[src/rtl/core/ir_ac_frame_encoder_top_defines.svh]
// Assertion macros shared by the frame encoder RTL.
`ifndef IR_AC_FRAME_ENCODER_TOP_DEFINES_SVH
`define IR_AC_FRAME_ENCODER_TOP_DEFINES_SVH
// Implication checked on every clock edge outside reset.
`define IRAC_ASSERT_IMP(label, clk, rst, a, c) \
   label: assert property (@(posedge clk) disable iff (rst) (a) |-> (c)) \
      else $error("assertion failed");
// Next-cycle implication checked outside reset.
`define IRAC_ASSERT_NEXT(label, clk, rst, a, c) \
   label: assert property (@(posedge clk) disable iff (rst) (a) |=> (c)) \
      else $error("assertion failed");
`endif

[src/rtl/core/irac_pkg.sv]
// Package with types, constants, and the checksum and mode-mapping functions of the IR encoder.
`default_nettype none
package irac_pkg;
   localparam logic [13:0] HDR_MARK_US   = 14'd9010;
   localparam logic [15:0] HDR_SPACE_US  = 16'd4505;
   localparam logic [13:0] BIT_MARK_US   = 14'd680;
   localparam logic [15:0] ONE_SPACE_US  = 16'd1530;
   localparam logic [15:0] ZERO_SPACE_US = 16'd510;
   localparam logic [15:0] GAP_SPACE_US  = 16'd19975;
   localparam logic [15:0] GAP2_SPACE_US = 16'd39950;
   localparam logic [2:0]  MARKER_BITS   = 3'b010;
   localparam logic [7:0]  BYTE3_CONST   = 8'h50;
   localparam logic [7:0]  BYTE11_CONST  = 8'h70;
   localparam logic [7:0]  FIXED_TEMP    = 8'd25;
   localparam logic [3:0]  CSUM_SEED     = 4'd10;
   localparam logic [7:0]  LAST_POS      = 8'd139;
   localparam logic [7:0]  BLOCK_PAIRS   = 8'd70;

   localparam logic [1:0] ST_PAIR = 2'd0;
   localparam logic [1:0] ST_ACC  = 2'd1;
   localparam logic [1:0] ST_REJ  = 2'd2;
   localparam logic [1:0] ST_NONE = 2'd3;

   localparam logic [1:0] CMD_STATE  = 2'd0;
   localparam logic [1:0] CMD_TOGGLE = 2'd1;
   localparam logic [1:0] CMD_EXTRA  = 2'd2;

   localparam logic CSR_FLOOR   = 1'b0;
   localparam logic CSR_CEILING = 1'b1;

   // Classified item handed from the front to the back end.
   typedef struct packed {
      logic         advance;
      logic         ok;
      logic [127:0] frame;
   } op_type;

   typedef struct packed {
      logic [1:0]  status;
      logic [13:0] mark_us;
      logic [15:0] space_us;
      logic        last_pair;
   } rsp_type;

   function automatic logic [3:0] block_sum(input logic [63:0] b);
      logic [3:0] s;
      s = CSUM_SEED;
      for (int i = 0; i < 4; i++) s = s + b[8*i +: 4];
      for (int i = 4; i < 7; i++) s = s + b[8*i+4 +: 4];
      return s;
   endfunction

   function automatic logic [2:0] mode_field(input logic [2:0] m);
      case (m)
         3'd1:    return 3'd1;
         3'd3:    return 3'd2;
         3'd4:    return 3'd4;
         3'd5:    return 3'd3;
         default: return 3'd0;
      endcase
   endfunction
endpackage
`default_nettype wire

[src/rtl/core/irac_front.sv]
// Front end: checks a load item and builds its frame, or passes an advance on.
`default_nettype none
module irac_front (
   input  wire logic [1:0] command,
   input  wire logic       operation,
   input  wire logic [2:0] mode,
   input  wire logic [2:0] fan_speed,
   input  wire logic [7:0] setpoint,
   input  wire logic [6:0] toggle_flags,
   input  wire logic [3:0] item_index,
   input  wire logic [5:0] temp_floor,
   input  wire logic [5:0] temp_ceiling,
   output irac_pkg::op_type op
);
   import irac_pkg::*;
   logic       ok, power, ion, swv, swh;
   logic [3:0] vane;
   logic [2:0] m;
   logic [1:0] fc;
   logic [7:0] t, tf;
   logic [127:0] f;

   always_comb begin
      ok = 1'b1;
      power = 1'b1;
      ion = 1'b0;
      vane = {3'd0, toggle_flags[1]};
      unique case (command)
         CMD_STATE:  ok = (mode != 3'd0) && (mode <= 3'd5);
         CMD_TOGGLE: begin
            ok = item_index <= 4'd6;
            power = item_index != 4'd0;
         end
         CMD_EXTRA: begin
            ok = item_index <= 4'd7;
            if (item_index <= 4'd4) vane = item_index + 4'd2;
            else if (item_index == 4'd5) vane = 4'd0;
            else ion = item_index == 4'd6;
         end
         default: ok = 1'b0;
      endcase
      m = (mode <= 3'd5) ? mode : 3'd2;
      fc = (fan_speed <= 3'd3) ? fan_speed[1:0] : 2'd0;
      swh = toggle_flags[2];
      swv = toggle_flags[1] || vane == 4'd1;
      t = (m == 3'd2 || m == 3'd3) ? FIXED_TEMP : setpoint;
      if (t < {2'b0, temp_floor}) t = {2'b0, temp_floor};
      if (t > {2'b0, temp_ceiling}) t = {2'b0, temp_ceiling};
      tf = t - {2'b0, temp_floor};
      f = '0;
      f[7:0] = {1'b0, swv || swh, fc, power, mode_field(m)};
      f[15:8] = {4'd0, tf[3:0]};
      f[23:16] = {toggle_flags[4] && (m == 3'd1 || m == 3'd3), ion, toggle_flags[5],
                  toggle_flags[3] && fc == 2'd0, 4'd0};
      f[31:24] = BYTE3_CONST;
      f[39:32] = {3'd0, swh, vane};
      f[63:56] = {block_sum(f[63:0]), 4'd0};
      f[71:64] = f[7:0];
      f[79:72] = f[15:8];
      f[87:80] = f[23:16];
      f[95:88] = BYTE11_CONST;
      f[103:96] = {toggle_flags[6], 7'd0};
      f[119:112] = {2'b0, fc, 4'd0};
      f[127:120] = {block_sum(f[127:64]), 4'd0};
      op.advance = operation;
      op.ok = ok;
      op.frame = f;
   end
endmodule
`default_nettype wire

[src/rtl/core/irac_queue.sv]
// Two-entry queue between front and back end.
`default_nettype none
module irac_queue (
   input  wire logic             clock,
   input  wire logic             reset,
   input  wire logic             wr_valid,
   output logic                  wr_stall,
   input  wire irac_pkg::op_type wr_data,
   output logic                  rd_valid,
   input  wire logic             rd_take,
   output irac_pkg::op_type      rd_data
);
   import irac_pkg::*;
   `include "ir_ac_frame_encoder_top_defines.svh"
   op_type     mem_ff [2];
   logic       wp_ff, wp_in, rp_ff, rp_in;
   logic [1:0] cnt_ff, cnt_in;
   logic       wr, rd;

   assign wr_stall = cnt_ff == 2'd2;
   assign rd_valid = cnt_ff != 2'd0;
   assign wr = wr_valid && !wr_stall;
   assign rd = rd_valid && rd_take;
   assign rd_data = mem_ff[rp_ff];

   always_comb begin
      wp_in = wp_ff ^ wr;
      rp_in = rp_ff ^ rd;
      cnt_in = cnt_ff + {1'b0, wr} - {1'b0, rd};
   end

   always_ff @(posedge clock) begin
      if (reset) begin
         wp_ff <= 1'b0;
         rp_ff <= 1'b0;
         cnt_ff <= 2'd0;
      end else begin
         wp_ff <= wp_in;
         rp_ff <= rp_in;
         cnt_ff <= cnt_in;
      end
   end

   always_ff @(posedge clock) begin
      if (wr) mem_ff[wp_ff] <= wr_data;
   end

   `IRAC_ASSERT_IMP(a_cnt_range, clock, reset, 1'b1, cnt_ff <= 2'd2)
   `IRAC_ASSERT_IMP(a_ptr_eq, clock, reset, cnt_ff == 2'd0 || cnt_ff == 2'd2, wp_ff == rp_ff)
   `IRAC_ASSERT_NEXT(a_full_hold, clock, reset, cnt_ff == 2'd2 && !rd_take, cnt_ff == 2'd2)
endmodule
`default_nettype wire

[src/rtl/core/irac_back.sv]
// Back end: holds the frame, walks the pair position and registers results.
`default_nettype none
module irac_back (
   input  wire logic             clock,
   input  wire logic             reset,
   input  wire logic             op_valid,
   output logic                  op_take,
   input  wire irac_pkg::op_type op,
   output logic                  out_valid,
   input  wire logic             out_stall,
   output irac_pkg::rsp_type     out
);
   import irac_pkg::*;
   `include "ir_ac_frame_encoder_top_defines.svh"
   logic [127:0] frame_ff, frame_in;
   logic [7:0]   pos_ff, pos_in;
   logic         act_ff, act_in, vld_ff, vld_in;
   rsp_type      rsp_ff, rsp_in;
   logic [7:0]   q;
   logic         blk;
   logic [5:0]   bitsel;

   assign op_take = op_valid && (!vld_ff || !out_stall);
   assign out_valid = vld_ff;
   assign out = rsp_ff;

   always_comb begin
      frame_in = frame_ff;
      pos_in = pos_ff;
      act_in = act_ff;
      rsp_in = rsp_ff;
      vld_in = vld_ff && out_stall;
      blk = pos_ff >= BLOCK_PAIRS;
      q = blk ? pos_ff - BLOCK_PAIRS : pos_ff;
      bitsel = (q <= 8'd32) ? q[5:0] - 6'd1 : q[5:0] - 6'd37;
      if (op_take) begin
         vld_in = 1'b1;
         rsp_in = '0;
         if (!op.advance) begin
            if (op.ok) begin
               frame_in = op.frame;
               pos_in = 8'd0;
               act_in = 1'b1;
               rsp_in.status = ST_ACC;
            end else begin
               rsp_in.status = ST_REJ;
            end
         end else if (!act_ff) begin
            rsp_in.status = ST_NONE;
         end else begin
            rsp_in.status = ST_PAIR;
            rsp_in.mark_us = BIT_MARK_US;
            if (q == 8'd0) begin
               rsp_in.mark_us = HDR_MARK_US;
               rsp_in.space_us = HDR_SPACE_US;
            end else if (q <= 8'd32 || (q >= 8'd37 && q <= 8'd68)) begin
               rsp_in.space_us = frame_ff[{blk, (q <= 8'd32) ? 1'b0 : 1'b1, bitsel[4:0]}]
                  ? ONE_SPACE_US : ZERO_SPACE_US;
            end else if (q <= 8'd35) begin
               rsp_in.space_us = MARKER_BITS[q[1:0] - 2'd1] ? ONE_SPACE_US : ZERO_SPACE_US;
            end else if (q == 8'd36) begin
               rsp_in.space_us = GAP_SPACE_US;
            end else if (!blk) begin
               rsp_in.space_us = GAP2_SPACE_US;
            end else begin
               rsp_in.last_pair = 1'b1;
            end
            if (pos_ff == LAST_POS) begin
               pos_in = 8'd0;
               act_in = 1'b0;
            end else begin
               pos_in = pos_ff + 8'd1;
            end
         end
      end
   end

   always_ff @(posedge clock) begin
      if (reset) begin
         frame_ff <= '0;
         pos_ff <= 8'd0;
         act_ff <= 1'b0;
         vld_ff <= 1'b0;
      end else begin
         frame_ff <= frame_in;
         pos_ff <= pos_in;
         act_ff <= act_in;
         vld_ff <= vld_in;
      end
      rsp_ff <= rsp_in;
   end

   `IRAC_ASSERT_IMP(a_pos_range, clock, reset, 1'b1, pos_ff <= LAST_POS)
   `IRAC_ASSERT_IMP(a_idle_pos, clock, reset, !act_ff, pos_ff == 8'd0)
   `IRAC_ASSERT_NEXT(a_last_ends, clock, reset, op_take && op.advance && act_ff &&
      pos_ff == LAST_POS, !act_ff)
endmodule
`default_nettype wire

[src/rtl/core/ir_ac_frame_encoder_top.sv]
// Top level of the infrared air-conditioner frame encoder.
// The req_ channel carries one beat per item: a load (req_operation low) checks a
// command and, if valid, builds a 16-byte frame; an advance asks for the next
// mark/space pair of that frame. Every beat yields exactly one rsp_ beat.
// A load answers with status accepted or rejected; an advance answers with one
// timing pair, or status "no frame" when no frame is active. A frame has 140
// pairs and the last one carries rsp_last_pair.
// Throughput is one beat per cycle while req_stall and rsp_stall stay low. A
// request is registered first in the two-entry queue after the frame builder,
// then in the registered output stage of the pair sequencer.
// The csr_ port writes temp_floor (index 0) and temp_ceiling (index 1); write
// only while no request is in flight.
// Reset is synchronous and active high; it empties the queue, clears the frame
// and position and restores the setpoint limits to 16 and 30 C.
// If the receiver holds rsp_stall, the output beat waits, the queue fills and
// req_stall rises once both queue entries are taken.
`default_nettype none
module ir_ac_frame_encoder_top (
   input  wire logic       clock,
   input  wire logic       reset,
   input  wire logic       req_valid,
   output logic            req_stall,
   input  wire logic       req_operation,
   input  wire logic [1:0] req_command,
   input  wire logic [2:0] req_mode,
   input  wire logic [2:0] req_fan_speed,
   input  wire logic [7:0] req_setpoint,
   input  wire logic [6:0] req_toggle_flags,
   input  wire logic [3:0] req_item_index,
   output logic            rsp_valid,
   input  wire logic       rsp_stall,
   output logic [1:0]      rsp_status,
   output logic [13:0]     rsp_mark_us,
   output logic [15:0]     rsp_space_us,
   output logic            rsp_last_pair,
   input  wire logic       csr_write,
   input  wire logic       csr_index,
   input  wire logic [5:0] csr_data
);
   import irac_pkg::*;
   logic [5:0] floor_ff, ceil_ff;
   op_type     fop, qop;
   logic       q_valid, q_take;
   rsp_type    rsp;

   // Setpoint limit registers.
   always_ff @(posedge clock) begin
      if (reset) begin
         floor_ff <= 6'd16;
         ceil_ff <= 6'd30;
      end else if (csr_write) begin
         if (csr_index == CSR_FLOOR) floor_ff <= csr_data;
         else if (csr_index == CSR_CEILING) ceil_ff <= csr_data;
      end
   end

   irac_front u_front (
      .command(req_command), .operation(req_operation), .mode(req_mode),
      .fan_speed(req_fan_speed), .setpoint(req_setpoint),
      .toggle_flags(req_toggle_flags), .item_index(req_item_index),
      .temp_floor(floor_ff), .temp_ceiling(ceil_ff), .op(fop)
   );

   irac_queue u_queue (
      .clock(clock), .reset(reset), .wr_valid(req_valid), .wr_stall(req_stall),
      .wr_data(fop), .rd_valid(q_valid), .rd_take(q_take), .rd_data(qop)
   );

   irac_back u_back (
      .clock(clock), .reset(reset), .op_valid(q_valid), .op_take(q_take), .op(qop),
      .out_valid(rsp_valid), .out_stall(rsp_stall), .out(rsp)
   );

   assign rsp_status = rsp.status;
   assign rsp_mark_us = rsp.mark_us;
   assign rsp_space_us = rsp.space_us;
   assign rsp_last_pair = rsp.last_pair;
endmodule
`default_nettype wire
[config.mk]
export PLATFORM = sky130hd
export DESIGN_NAME = ir_ac_frame_encoder_top
export DESIGN_NICKNAME = d
export VERILOG_FILES = /design/src/rtl/core/irac_pkg.sv /design/src/rtl/core/irac_front.sv /design/src/rtl/core/irac_queue.sv /design/src/rtl/core/irac_back.sv /design/src/rtl/core/ir_ac_frame_encoder_top.sv
export VERILOG_INCLUDE_DIRS = /design/src /design/src/rtl/core
export SDC_FILE = /design/constraint.sdc
export NUM_CORES = 1
export LEC_CHECK = 0
export BUFFER_PORTS_ARGS = -buffer_cell sky130_fd_sc_hd__buf_2
export CAP_MARGIN = 10
export CORE_MARGIN = 2
export CORE_UTILIZATION = 59
export DETAILED_ROUTE_END_ITERATION = 10
export GPL_TIMING_DRIVEN = 0
export PLACE_DENSITY = 0.76
export RECOVER_POWER = 50
export REMOVE_ABC_BUFFERS = 1
export SLEW_MARGIN = 30
export SYNTH_ARGS = -nofsm -noshare
export SYNTH_HDL_FRONTEND = slang
export SYNTH_SLANG_ARGS = --single-unit
[constraint.sdc]
create_clock -name clock -period 14.3 [get_ports clock]
set_clock_uncertainty 0.2 [all_clocks]
set_input_delay 2.86 -clock clock [delete_from_list [all_inputs] [get_ports clock]]
set_output_delay 2.86 -clock clock [all_outputs]
set_load 0.02 [all_outputs]
Yosys cells after proc, flatten, opt, wreduce, memory -nomap -nowiden --
Memory sizes are Yosys's and may differ from the RTL's. A register that Yosys moved wholly into a read port is not among the register bits. Index checks and enable logic that the tools add are counted.
Cells by class: add/sub/neg operators 14, magnitude comparators 14, equality and inequality tests 14, multiplexer cells 45, bitwise gates (word level) 5, reductions and logical operators 32
Operators with widths (number):
- 16-bit 2-to-1 mux | 4
- 8-bit 2-to-1 mux | 7
- 11-bit 2-to-1 mux | 2
- 1-bit 2-to-1 mux | 17
- 8-bit by 6-bit less-or-equal comparator with 1-bit output, second input constant | 2
- 14-bit 2-to-1 mux | 1
- 13-bit 2-to-1 mux | 1
- 4-bit by 3-bit less-or-equal comparator with 1-bit output, second input constant | 3
- 4-bit 2-to-1 mux | 3
- 3-bit case mux with 4 select lines | 1
- 4-bit adder | 2
- 8-bit by 1-bit adder with 8-bit output, second input constant | 1
- 4-bit by 3-bit equality test with 1-bit output, second input constant | 2
- 8-bit by 6-bit equality test with 1-bit output, second input constant | 1
- 8-bit equality test, second input constant | 1
- 8-bit by 6-bit >= comparator with 1-bit output, second input constant | 1
- 8-bit by 7-bit >= comparator with 1-bit output, second input constant | 1
- 8-bit by 6-bit greater-than comparator with 1-bit output | 1
- 8-bit by 7-bit less-or-equal comparator with 1-bit output, second input constant | 1
- 1-bit logical AND | 8
- 8-bit zero test | 1
- 7-bit by 8-bit less-than comparator with 1-bit output, second input constant | 1
- 8-bit by 6-bit less-than comparator with 1-bit output | 1
- 2-bit 2-to-1 mux | 4
- other kinds (38) | 57
Storage, ports and cells: register bits 187, RAM bits 96, bits of input ports 40, output and inout bits 35, logic and storage cells 139, memories kept 1
Memory list:
- u_queue.mem_ff | words 2, width 48, read ports 1, clocked after memory_dff 1, write ports 1, RTL line irac_queue.sv:15 | op_type mem_ff [2];

Depth between registers and ports, before layout --
Gate-level depths: netlist of run 1.
depth after elaboration 13, gate-level depth with buffers 28, depth with buffers taken out 26

Modules after synthesis --
Synthesis of run 1 repeated with hierarchy kept, for this count alone.
Unflattened totals: cell total of the unflattened synthesis 1576, area total of the unflattened synthesis 19361.1 µm²
By module, submodules not included:
- irac_queue | instances 1, cells each 428, area each 9641.7 µm², sequential area each 7887.6 µm²
- irac_back | instances 1, cells each 846, area each 7348.3 µm², sequential area each 3303.2 µm²
- irac_front | instances 1, cells each 256, area each 1884.3 µm², sequential area each 0.0 µm²
- ir_ac_frame_encoder_top | instances 1, cells each 46, area each 486.7 µm², sequential area each 240.2 µm²

Worst setup path before layout of run 1 --
Ideal clock, no wire load.
kind in2reg, from in req_mode[1], to mem u_queue.mem_ff[0][23] in the netlist's numbering, data pin, library setup time 0.269 ns, arrival 8.161 ns, data required time 13.831 ns, path slack 5.670 ns, stages on the path 27, buffers on the path 2, cell sequence clkbuf_1 -> or2_2 -> ha_1 -> o21a_1 -> o31ai_1 -> a21oi_1 -> clkbuf_1 -> mux2_2 -> ha_1 -> and3_1 -> nand4_1 -> o2bb2ai_1 -> a31oi_1 -> mux2_2 -> ha_1 -> inv_1 -> fa_1 -> inv_1 -> ha_1 -> inv_1 -> ha_1 -> inv_1 -> fa_1 -> xor2_1 -> xnor2_1 -> xnor2_1 -> xnor2_1
RTL lines:
- from (decl) | RTL line ir_ac_frame_encoder_top.sv:25 | input wire logic [2:0] req_mode,
- to (decl) | RTL line irac_queue.sv:15

==> results.py, run 1 <==
metrics = {
    "yosys": {
        "async_reset_ff_frac": 0,
        "synth_top_family_by_area": "compound AO/OA/AOI/OAI gates",
        "ys_seq_area_frac": 0.497,
        "synthAdderAreaFrac": 0.0685,
        "postSynthAreaPerCell_um2": 10.7,
        "synth_ff_type": "edfxtp_1",
        "yosysWarnings": 0,
        "synth-simple-area-share": 0.132,
        "ys_types": 70,
        "synth-edff-count": 80,
        "synthXorXnorAreaFrac": 0.0369,
        "synth_compound_area_frac": 0.135,
        "synth-seq-cells": 136,
        "synthCells": 661,
        "muxShareOfSynthArea": 0.0778,
        "syn_area_mm2": 0.00709,
    },
    "timing": {
        "fin_crit_ps": 9160,
        "max_slew_margin": -0.452,
        "fmaxAchievable_mhz": 109,
        "tns_ps": 0,
        "grt_setup_unrepaired": "no",
        "whs_ps": 269,
        "setup_viol": 0,
        "final_hold_viol_count": 0,
        "drv_slew": 111,
        "worst_slew_pin_slew_ps": 2180,
        "min_period_over_period": 0.641,
    },
    "clock_tree": {
        "clk_pin_slew_worst_paths_ps": 60,
        "cts_root_buf": "clkbuf_16",
        "cts_hold_buf": 0,
        "cts_made_buffers": 17,
        "clk_latency_ps": 420,
        "cts_tree": "yes",
        "postCtsSetupBuffers": 0,
        "cts_num_sinks": 136,
        "htreeDepth": 4,
        "cts_resized": 0,
        "clock_path_buffers": 2,
    },
    "global_route": {
        "antenna_found_initial": 0,
        "grt_pass1_vias": 4831,
        "track_usage": 0.231,
        "gr-total-overflow": 0,
        "grt_max_degree": 51,
        "grt_pass1_wl_um": 23100,
    },
    "critical_path": {
        "r2r_start": "floor_ff[1]",
        "rr_worst_depth": 25,
        "path_class": "in2reg",
        "cp_max_fo": 13,
        "start_kind": "input pin",
        "cp-end-kind": "register",
        "ff2ff_setup_slack_ps": 7700,
        "r2r_end": "u_queue.mem_ff[0][23]",
        "worst_ep_required_time_ps": 14250,
        "worstPathArrival_ps": 9120,
    },
    "drt": {
        "dr.pass1.iters": 5,
        "vias_per_cell": 5.82,
        "drc": 0,
        "wirelength_um": 14200,
        "ant_nets": 0,
        "routed.top_layer": "met4",
        "m1WireLength_um": 6510,
        "wl_met2_um": 6820,
        "drtIter0Drc": 353,
        "wl_per_cell_um": 16.3,
        "vias": 5070,
        "dr_wl_met3_um": 650,
    },
    "placed_design": {
        "portBuffers": 66,
        "gp_congestion": 0.847,
        "post-dp-hpwl_um": 9850,
        "placed_area_mm2": 0.00746,
    },
    "pwr": {
        "p_total_mw": 1.39,
        "ir_drop_uv": 89.9,
        "p_per_area_mw_per_mm2": 175,
        "p_leak_nw": 3.09,
    },
    "final_layout": {
        "areaGrowthSynthToFinish_pct": 11.9,
        "fin_nets": 788,
        "diodes": 0,
        "drive_gt1_frac": 0.149,
        "final_cell_area_mm2": 0.00793,
        "final_util": 0.669,
    },
    "die": {
        "ios": 75,
        "core_mm2": 0.0119,
        "die_w_um": 114,
        "rows": 40,
        "start_util": 0.598,
        "fp.dieH_um": 114,
        "die_area_mm2": 0.0129,
    },
    "hold_path": {
        "worstHoldStart": "floor_ff[5]",
        "hold_class": "reg2reg",
        "holdPathEnd": "floor_ff[5]",
        "hold_depth": 2,
    },
    "run": {
        "maxCapViolCount": 3,
    },
    "status": {
        "violations": "max-capacitance violations, max-slew violations",
        "status": "complete, but fails checks",
    },
}
## through the flow
stage	setup WS, ps	std cells
2_1_floorplan	5820	620
3_3_place_gp	5030	833
3_5_place_dp	4840	839
4_1_cts	5300	871
5_1_grt	4630	871
6_report	5140	871
## final cells by class
| type | count | area (um2) |
|---|---|---|
| repair buffers | 72 | 349 |
| flip-flops and latches | 136 | 3520 |
| clock inverters | 15 | 129 |
| well taps | 147 | 184 |
| clock buffers | 17 | 425 |
| fillers | 880 | 3930 |
| inverters | 34 | 128 |
| multi-input cells | 450 | 3200 |
## synthesized netlist by cell type, types with 6 or more instances
| cell type | n | area share |
|---|---|---|
| and2_1 | 6 | 0.0053 |
| inv_1 | 34 | 0.018 |
| o21ai_0 | 24 | 0.017 |
| nor2b_1 | 13 | 0.011 |
| a211o_1 | 6 | 0.0074 |
| clkbuf_1 | 24 | 0.013 |
| a211oi_1 | 30 | 0.032 |
| dfxtp_1 | 56 | 0.16 |
| xnor2_1 | 20 | 0.025 |
| nand3_1 | 13 | 0.0092 |
| nor3_1 | 7 | 0.0049 |
| xor2_1 | 8 | 0.0099 |
| a21oi_1 | 29 | 0.020 |
| nand2_1 | 43 | 0.023 |
| nor2_1 | 70 | 0.037 |
| a21o_1 | 6 | 0.0064 |
| ha_1 | 34 | 0.060 |
| mux4_2 | 6 | 0.019 |
| nand4_1 | 7 | 0.0062 |
| buf_4 | 15 | 0.016 |
| mux2i_1 | 36 | 0.051 |
| edfxtp_1 | 80 | 0.34 |
| and3_1 | 11 | 0.0097 |
## cells by family (layout without fill, tap and decap cells)
kind of cell,Yosys count,count (layout)
simple gates,195,195
flops,136,136
compound gates,135,135
buf+inv,81,138
mux,47,47
fa+ha+maj,37,37
xor+xnor,29,29
other cells,1,7
## cells in the final DEF, fill, tap and decap left out, drive strengths merged, types with 4 or more instances in the layout
master	synthesis	final
edfxtp	80	80
nor2	70	70
dfxtp	56	56
buf	23	55
nand2	43	43
mux2i	36	36
inv	34	36
ha	34	34
clkbuf	24	34
a211oi	30	30
a21oi	29	29
o21ai	25	25
xnor2	21	21
nor2b	13	13
nand3	13	13
and3	11	11
xor2	8	8
clkinv	0	8
nand4	7	7
conb	1	7
nor3	7	7
a21o	6	6
and2	6	6
a211o	6	6
mux4	6	6
or2	5	5
mux2	5	5
o21bai	4	4
nand2b	4	4
nor3b	4	4
a2111oi	4	4
clkinvlp	0	4
a21boi	4	4
## metal layers
metal / GRT usage / up-vias
met5: 0 / -
met4: 0.0943 / 0
met3: 0.0569 / 19
met2: 0.375 / 138
met1: 0.299 / 2428
li1: - / 2485
## worst max-delay path: stages
cell       delay (ps)
clkbuf_1          240
or2_2             400
ha_1              300
o21a_1            120
o31ai_1            70
a21oi_1           610
mux2_2            420
ha_1              280
and3_1            180
nand4_1           120
o2bb2ai_1         140
a31oi_1           550
mux2_2            410
ha_1              180
inv_1              80
fa_1              460
inv_1              90
ha_1              220
inv_1              60
ha_1              130
inv_1              50
fa_1              370
xor2_1            160
xnor2_1           130
xnor2_1           350
xnor2_1           150
## registers in the layout, indices dropped and copies added, names as in the netlist
signal / cells
u_back.out_valid: 1
u_back.pos_ff: 8
u_back.act_ff: 1
u_back.out: 18
u_queue.mem_ff: 62
u_queue.wp_ff: 1
u_back.frame_ff: 30
u_queue.cnt_ff: 2
floor_ff: 6
ceil_ff: 6
u_queue.rp_ff: 1
## report_power, final
part	internal, mW	switching [mW]
clock network	0.238	0.169
registers	0.527	0.0565
logic	0.161	0.234
total	0.926	0.460
## how the worst max path moves through the flow
stage                                        to         from  cells past startpoint
after floorplan           u_queue.mem_ff[0][23]  req_mode[1]                     25
after global placement    u_queue.mem_ff[0][23]  req_mode[1]                     26
after detailed placement  u_queue.mem_ff[1][23]  req_mode[1]                     26
after CTS                 u_queue.mem_ff[1][23]  req_mode[1]                     26
after global routing      u_queue.mem_ff[1][23]  req_mode[1]                     26
final                     u_queue.mem_ff[0][23]  req_mode[1]                     26
Note: power is estimated with default switching activity, not from simulation.
==> inputs of run 2 (changes only) <==
--- a/config.mk
+++ b/config.mk
@@ -9,10 +9,10 @@
 export BUFFER_PORTS_ARGS = -buffer_cell sky130_fd_sc_hd__buf_2
 export CAP_MARGIN = 10
 export CORE_MARGIN = 2
-export CORE_UTILIZATION = 59
+export CORE_UTILIZATION = 53
 export DETAILED_ROUTE_END_ITERATION = 10
 export GPL_TIMING_DRIVEN = 0
-export PLACE_DENSITY = 0.76
+export PLACE_DENSITY = 0.72
 export RECOVER_POWER = 50
 export REMOVE_ABC_BUFFERS = 1
 export SLEW_MARGIN = 30
==> constraint.sdc (replaced) <==
create_clock -name clock -period 8.3 [get_ports clock]
set_clock_uncertainty 0.2 [all_clocks]
set_input_delay 1.66 -clock clock [delete_from_list [all_inputs] [get_ports clock]]
set_output_delay 1.66 -clock clock [all_outputs]
set_load 0.02 [all_outputs]
==> results.py, run 2 (same netlist as run 1, synthesis figures left out) <==
metrics = {
    "critical_path": {
        "path_class": "in2reg",
        "r2r_start": "floor_ff[1]",
        "start_kind": "input pin",
        "cp-end-kind": "register",
        "crit_path_top_delay_cell": "a21oi_1",
        "worstPathArrival_ps": 7790,
        "cp_max_fo": 13,
        "path_common_cell": "ha_1",
        "critical_path.max_stage_delay_ps": 580,
        "crit_start": "req_mode[1]",
        "worst_ep_required_time_ps": 8240,
    },
    "hold_path": {
        "worstHoldStart": "floor_ff[5]",
        "hold_class": "reg2reg",
    },
    "timing": {
        "max_slew_margin": -0.437,
        "setup_viol": 0,
        "final_hold_viol_count": 0,
        "grt_setup_unrepaired": "no",
        "fmaxAchievable_mhz": 127,
        "setup_ws_ps": 442,
        "worst_slew_pin_slew_ps": 2160,
        "drv_slew": 85,
        "whs_ps": 271,
        "tns_ps": 0,
        "min_period_over_period": 0.947,
        "fin_crit_ps": 7860,
    },
    "drt": {
        "drc": 0,
        "wl_per_cell_um": 15.0,
        "ant_nets": 0,
        "vias_per_cell": 5.56,
        "vias": 5008,
        "drtIter0Drc": 384,
        "dr.pass1.iters": 5,
        "wirelength_um": 13500,
    },
    "global_route": {
        "antenna_found_initial": 0,
        "gr-total-overflow": 0,
        "grt_pass1_wl_um": 22300,
        "track_usage": 0.197,
        "grt_pass1_vias": 4693,
        "grt_max_degree": 51,
    },
    "final_layout": {
        "fin_nets": 789,
        "diodes": 0,
        "final_cell_area_mm2": 0.00805,
        "layout_common_cells": "edfxtp_1 (80), nor2_1 (70), dfxtp_1 (56)",
        "drive_gt1_frac": 0.154,
        "final_util": 0.613,
        "final_common_cell": "edfxtp_1",
        "areaGrowthSynthToFinish_pct": 13.6,
        "largest_reg_flops": 62,
        "regMostFlops": "u_queue.mem_ff",
        "fill_cells": 1074,
    },
    "clock_tree": {
        "clk_latency_ps": 420,
        "htreeDepth": 4,
        "cts_num_sinks": 136,
        "cts_tree": "yes",
        "cts_made_buffers": 17,
        "cts_root_buf": "clkbuf_16",
        "postCtsSetupBuffers": 0,
        "clock_path_buffers": 2,
        "clk_pin_slew_worst_paths_ps": 60,
        "cts_hold_buf": 0,
        "cts_resized": 0,
    },
    "pwr": {
        "seqPwrFrac": 0.414,
        "p_leak_nw": 3.13,
        "p_per_area_mw_per_mm2": 300,
        "ir_drop_uv": 149,
        "p_comb_frac": 0.280,
        "p_clk_frac": 0.306,
        "swShare": 0.317,
        "p_switching_uw": 766,
        "p_int_mw": 1.65,
    },
    "placed_design": {
        "portBuffers": 66,
        "placed_area_mm2": 0.00751,
        "gp_congestion": 0.907,
        "pre_cts_slack_ps": 28.1,
        "post-dp-hpwl_um": 9640,
    },
    "die": {
        "rows": 42,
        "die_w_um": 120,
        "die_area_mm2": 0.0143,
        "start_util": 0.540,
        "ios": 75,
        "core_mm2": 0.0131,
        "fp.dieH_um": 120,
    },
    "status": {
        "violations": "max-capacitance violations, max-slew violations",
        "status": "complete, but fails checks",
    },
    "run": {
        "maxCapViolCount": 2,
    },
}
run 2: cell count changes in the layout (fill, tap and decap cells not counted), sizes merged:
cell / change
buf: +3
bufinv: +1
clkbuf: +2
clkinv: -3
clkinvlp: -1
inv: -1
run 2: final timing paths:
| kind | endpoint | slack (ps) | cells after the start |
|---|---|---|---|
| worst max-delay path | u_queue.mem_ff[1][45] | 440 | 26 |
| worst max register to register | u_queue.mem_ff[1][45] | 1630 | 25 |
| worst min register to register | floor_ff[5] | 270 | 2 |
| worst min-delay path | floor_ff[5] | 270 | 2 |
run 2: cell type report:
class | count | area, um2 | share of cell area
sequential | 136 | 3520 | 0.438
multi-input combinational | 450 | 3230 | 0.401
timing repair buffer | 73 | 359 | 0.0446
clock inverter | 11 | 121 | 0.0151
clock buffer | 21 | 472 | 0.0586
tap | 176 | 220 | 0.0274
inverter | 34 | 128 | 0.0159
run 2: metrics by stage:
stage                     cells  power (mW)
after global routing        901        2.56
after CTS                   901        2.45
final                       901        2.42
after global placement      862        1.68
after detailed placement    869        1.70
after floorplan             620        1.50
run 2: routing by layer:
layer / global-route usage / up-vias / share of wire
met4: 0.0676 / 0 / 0.018
met3: 0.0523 / 22 / 0.046
li1: - / 2498 / -
met2: 0.321 / 128 / 0.47
met5: 0 / - / 0
met1: 0.254 / 2360 / 0.46
run 2: power groups by stage:
stage / Clock, mW / Sequential, mW / Combinational (mW)
5_1_grt: 0.783 / 1.02 / 0.755
2_1_floorplan: 0 / 1.06 / 0.435
3_5_place_dp: 0 / 1.02 / 0.687
3_3_place_gp: 0 / 1.01 / 0.666
6_report: 0.740 / 1.00 / 0.678
4_1_cts: 0.751 / 1.00 / 0.691
run 2: worst max-delay path: cells and delay by family:
kind                     cells  cell delay (ps)
XOR/XNOR                     4              820
AO/OA/AOI/OAI                6             1610
multiplexers                 2              830
AND/OR/NAND/NOR              2              430
buffers and inverters        5              480
adder cells (fa/ha/maj)      7             1950
==> inputs of run 3 (changes only) <==
==> constraint.sdc (replaced) <==
create_clock -name clock -period 8.3 [get_ports clock]
set_clock_uncertainty 0.2 [all_clocks]
set_input_delay 0.415 -clock clock [delete_from_list [all_inputs] [get_ports clock]]
set_output_delay 0.415 -clock clock [all_outputs]
set_load 0.02 [all_outputs]
==> results.py, run 3 (same netlist as run 1, synthesis figures left out) <==
metrics = {
    "status": {
        "status": "complete, but fails checks",
        "violations": "max-capacitance violations, max-slew violations",
    },
    "critical_path": {
        "path_common_cell": "ha_1",
        "cp_max_fo": 13,
        "r2r_start": "floor_ff[1]",
        "ff2ff_setup_slack_ps": 1640,
        "r2r_end": "u_queue.mem_ff[1][45]",
        "worstPathArrival_ps": 6690,
        "rr_worst_depth": 25,
        "cp-end-kind": "register",
        "critical_path.max_stage_delay_ps": 590,
        "crit_path_top_delay_cell": "a21oi_1",
        "cp_num_buf_inv": 5,
        "path_class": "in2reg",
        "start_kind": "input pin",
        "worst_path_dominant_cell_family": "adder cells",
        "worst_ep_required_time_ps": 8230,
    },
    "drt": {
        "vias": 5014,
        "ant_nets": 0,
        "wl_met2_um": 6410,
        "drtIter0Drc": 367,
        "wl_per_cell_um": 15.0,
        "m1WireLength_um": 6230,
        "dr_wl_met3_um": 686,
        "routed.top_layer": "met4",
        "dr.pass1.iters": 5,
        "drc": 0,
        "vias_per_cell": 5.55,
        "wirelength_um": 13600,
    },
    "die": {
        "ios": 75,
        "die_area_mm2": 0.0143,
        "rows": 42,
        "start_util": 0.540,
        "fp.dieH_um": 120,
        "die_w_um": 120,
        "core_mm2": 0.0131,
    },
    "clock_tree": {
        "clk_pin_slew_worst_paths_ps": 60,
        "clk_latency_ps": 420,
        "cts_tree": "yes",
        "cts_made_buffers": 17,
        "cts_num_sinks": 136,
        "postCtsSetupBuffers": 0,
        "clock_path_buffers": 2,
        "cts_root_buf": "clkbuf_16",
        "htreeDepth": 4,
        "cts_resized": 0,
    },
    "placed_design": {
        "post-dp-hpwl_um": 9640,
        "pre_cts_slack_ps": 1270,
        "portBuffers": 66,
        "gp_congestion": 0.907,
    },
    "pwr": {
        "p_clk_frac": 0.308,
        "p_leak_nw": 3.07,
        "p_int_mw": 1.64,
        "seqPwrFrac": 0.418,
        "p_switching_uw": 768,
        "ir_drop_uv": 149,
        "p_total_mw": 2.41,
        "p_per_area_mw_per_mm2": 299,
        "p_comb_frac": 0.275,
        "swShare": 0.319,
    },
    "global_route": {
        "grt_max_degree": 51,
        "antenna_found_initial": 0,
        "grt_pass1_wl_um": 22300,
        "gr-total-overflow": 0,
        "grt_pass1_vias": 4699,
        "track_usage": 0.197,
    },
    "timing": {
        "min_period_over_period": 0.814,
        "drv_slew": 51,
        "setup_ws_ps": 1540,
        "worst_slew_pin_slew_ps": 2170,
        "fmaxAchievable_mhz": 148,
        "tns_ps": 0,
        "max_slew_margin": -0.445,
        "fin_crit_ps": 6760,
        "final_hold_viol_count": 0,
        "setup_viol": 0,
        "grt_setup_unrepaired": "no",
    },
    "final_layout": {
        "regMostFlops": "u_queue.mem_ff",
        "fill_cells": 1087,
        "areaGrowthSynthToFinish_pct": 13.5,
        "fin_nets": 791,
        "drive_gt1_frac": 0.124,
        "layout_common_cells": "edfxtp_1 (80), nor2_1 (70), dfxtp_1 (55)",
        "diodes": 0,
        "final_common_cell": "edfxtp_1",
        "largest_reg_flops": 62,
    },
    "hold_path": {
        "holdPathEnd": "floor_ff[4]",
        "hold_depth": 2,
        "hold_class": "in2reg",
        "worstHoldStart": "csr_data[4]",
    },
    "run": {
        "maxCapViolCount": 1,
    },
}
## run 3: area by class of cell
class	instances	area, um2	share of cell area
Clock buffer	21	472	0.0586
Sequential cell	136	3530	0.438
Inverter	34	128	0.0159
Multi-Input combinational cell	450	3230	0.401
Timing Repair Buffer	75	349	0.0434
Clock inverter	11	121	0.0151
Tap cell	176	220	0.0274
## run 3: how the worst max path moves through the flow
stage	startpoint	end	slack (ps)	cells past startpoint
4_1_cts	floor_ff[1]	u_queue.mem_ff[1][45]	1590	25
2_1_floorplan	req_mode[1]	u_queue.mem_ff[0][23]	2270	25
3_5_place_dp	req_mode[1]	u_queue.mem_ff[1][45]	1270	26
5_1_grt	req_mode[1]	u_queue.mem_ff[0][45]	1070	26
3_3_place_gp	u_queue.rp_ff	u_back.frame_ff[84]	1190	3
6_report	req_mode[1]	u_queue.mem_ff[1][45]	1540	26
## run 3: power groups by stage
stage / sequential (mW) / combinational [mW] / clock (mW)
after floorplan: 1.06 / 0.435 / 0
after global placement: 1.01 / 0.666 / 0
after detailed placement: 1.02 / 0.687 / 0
after CTS: 1.00 / 0.692 / 0.751
after global routing: 1.02 / 0.737 / 0.783
final: 1.00 / 0.661 / 0.740
## run 3: what timing repair did
item / 4_1_cts / 5_1_grt
hold buffers: 2 / 0
endpoints found under the hold margin: 4 / 0
endpoints found under the setup margin: 0 / 0
## run 3: stage by stage
step                instances  area [um2]   util  hold WS (ps)
floorplan                 620        6870      -           230
global placement          862        7420  0.565           247
detailed placement        869        7510  0.572           254
CTS                       903        8120  0.618          7.24
global route              903        8050  0.612          24.3
finish                    903        8050  0.612          20.5
## run 3: routing by layer
metal | GRT usage | vias up
li1 | - | 2503
met1 | 0.255 | 2348
met2 | 0.322 | 141
met3 | 0.0523 | 22
met4 | 0.0676 | 0
met5 | 0 | -
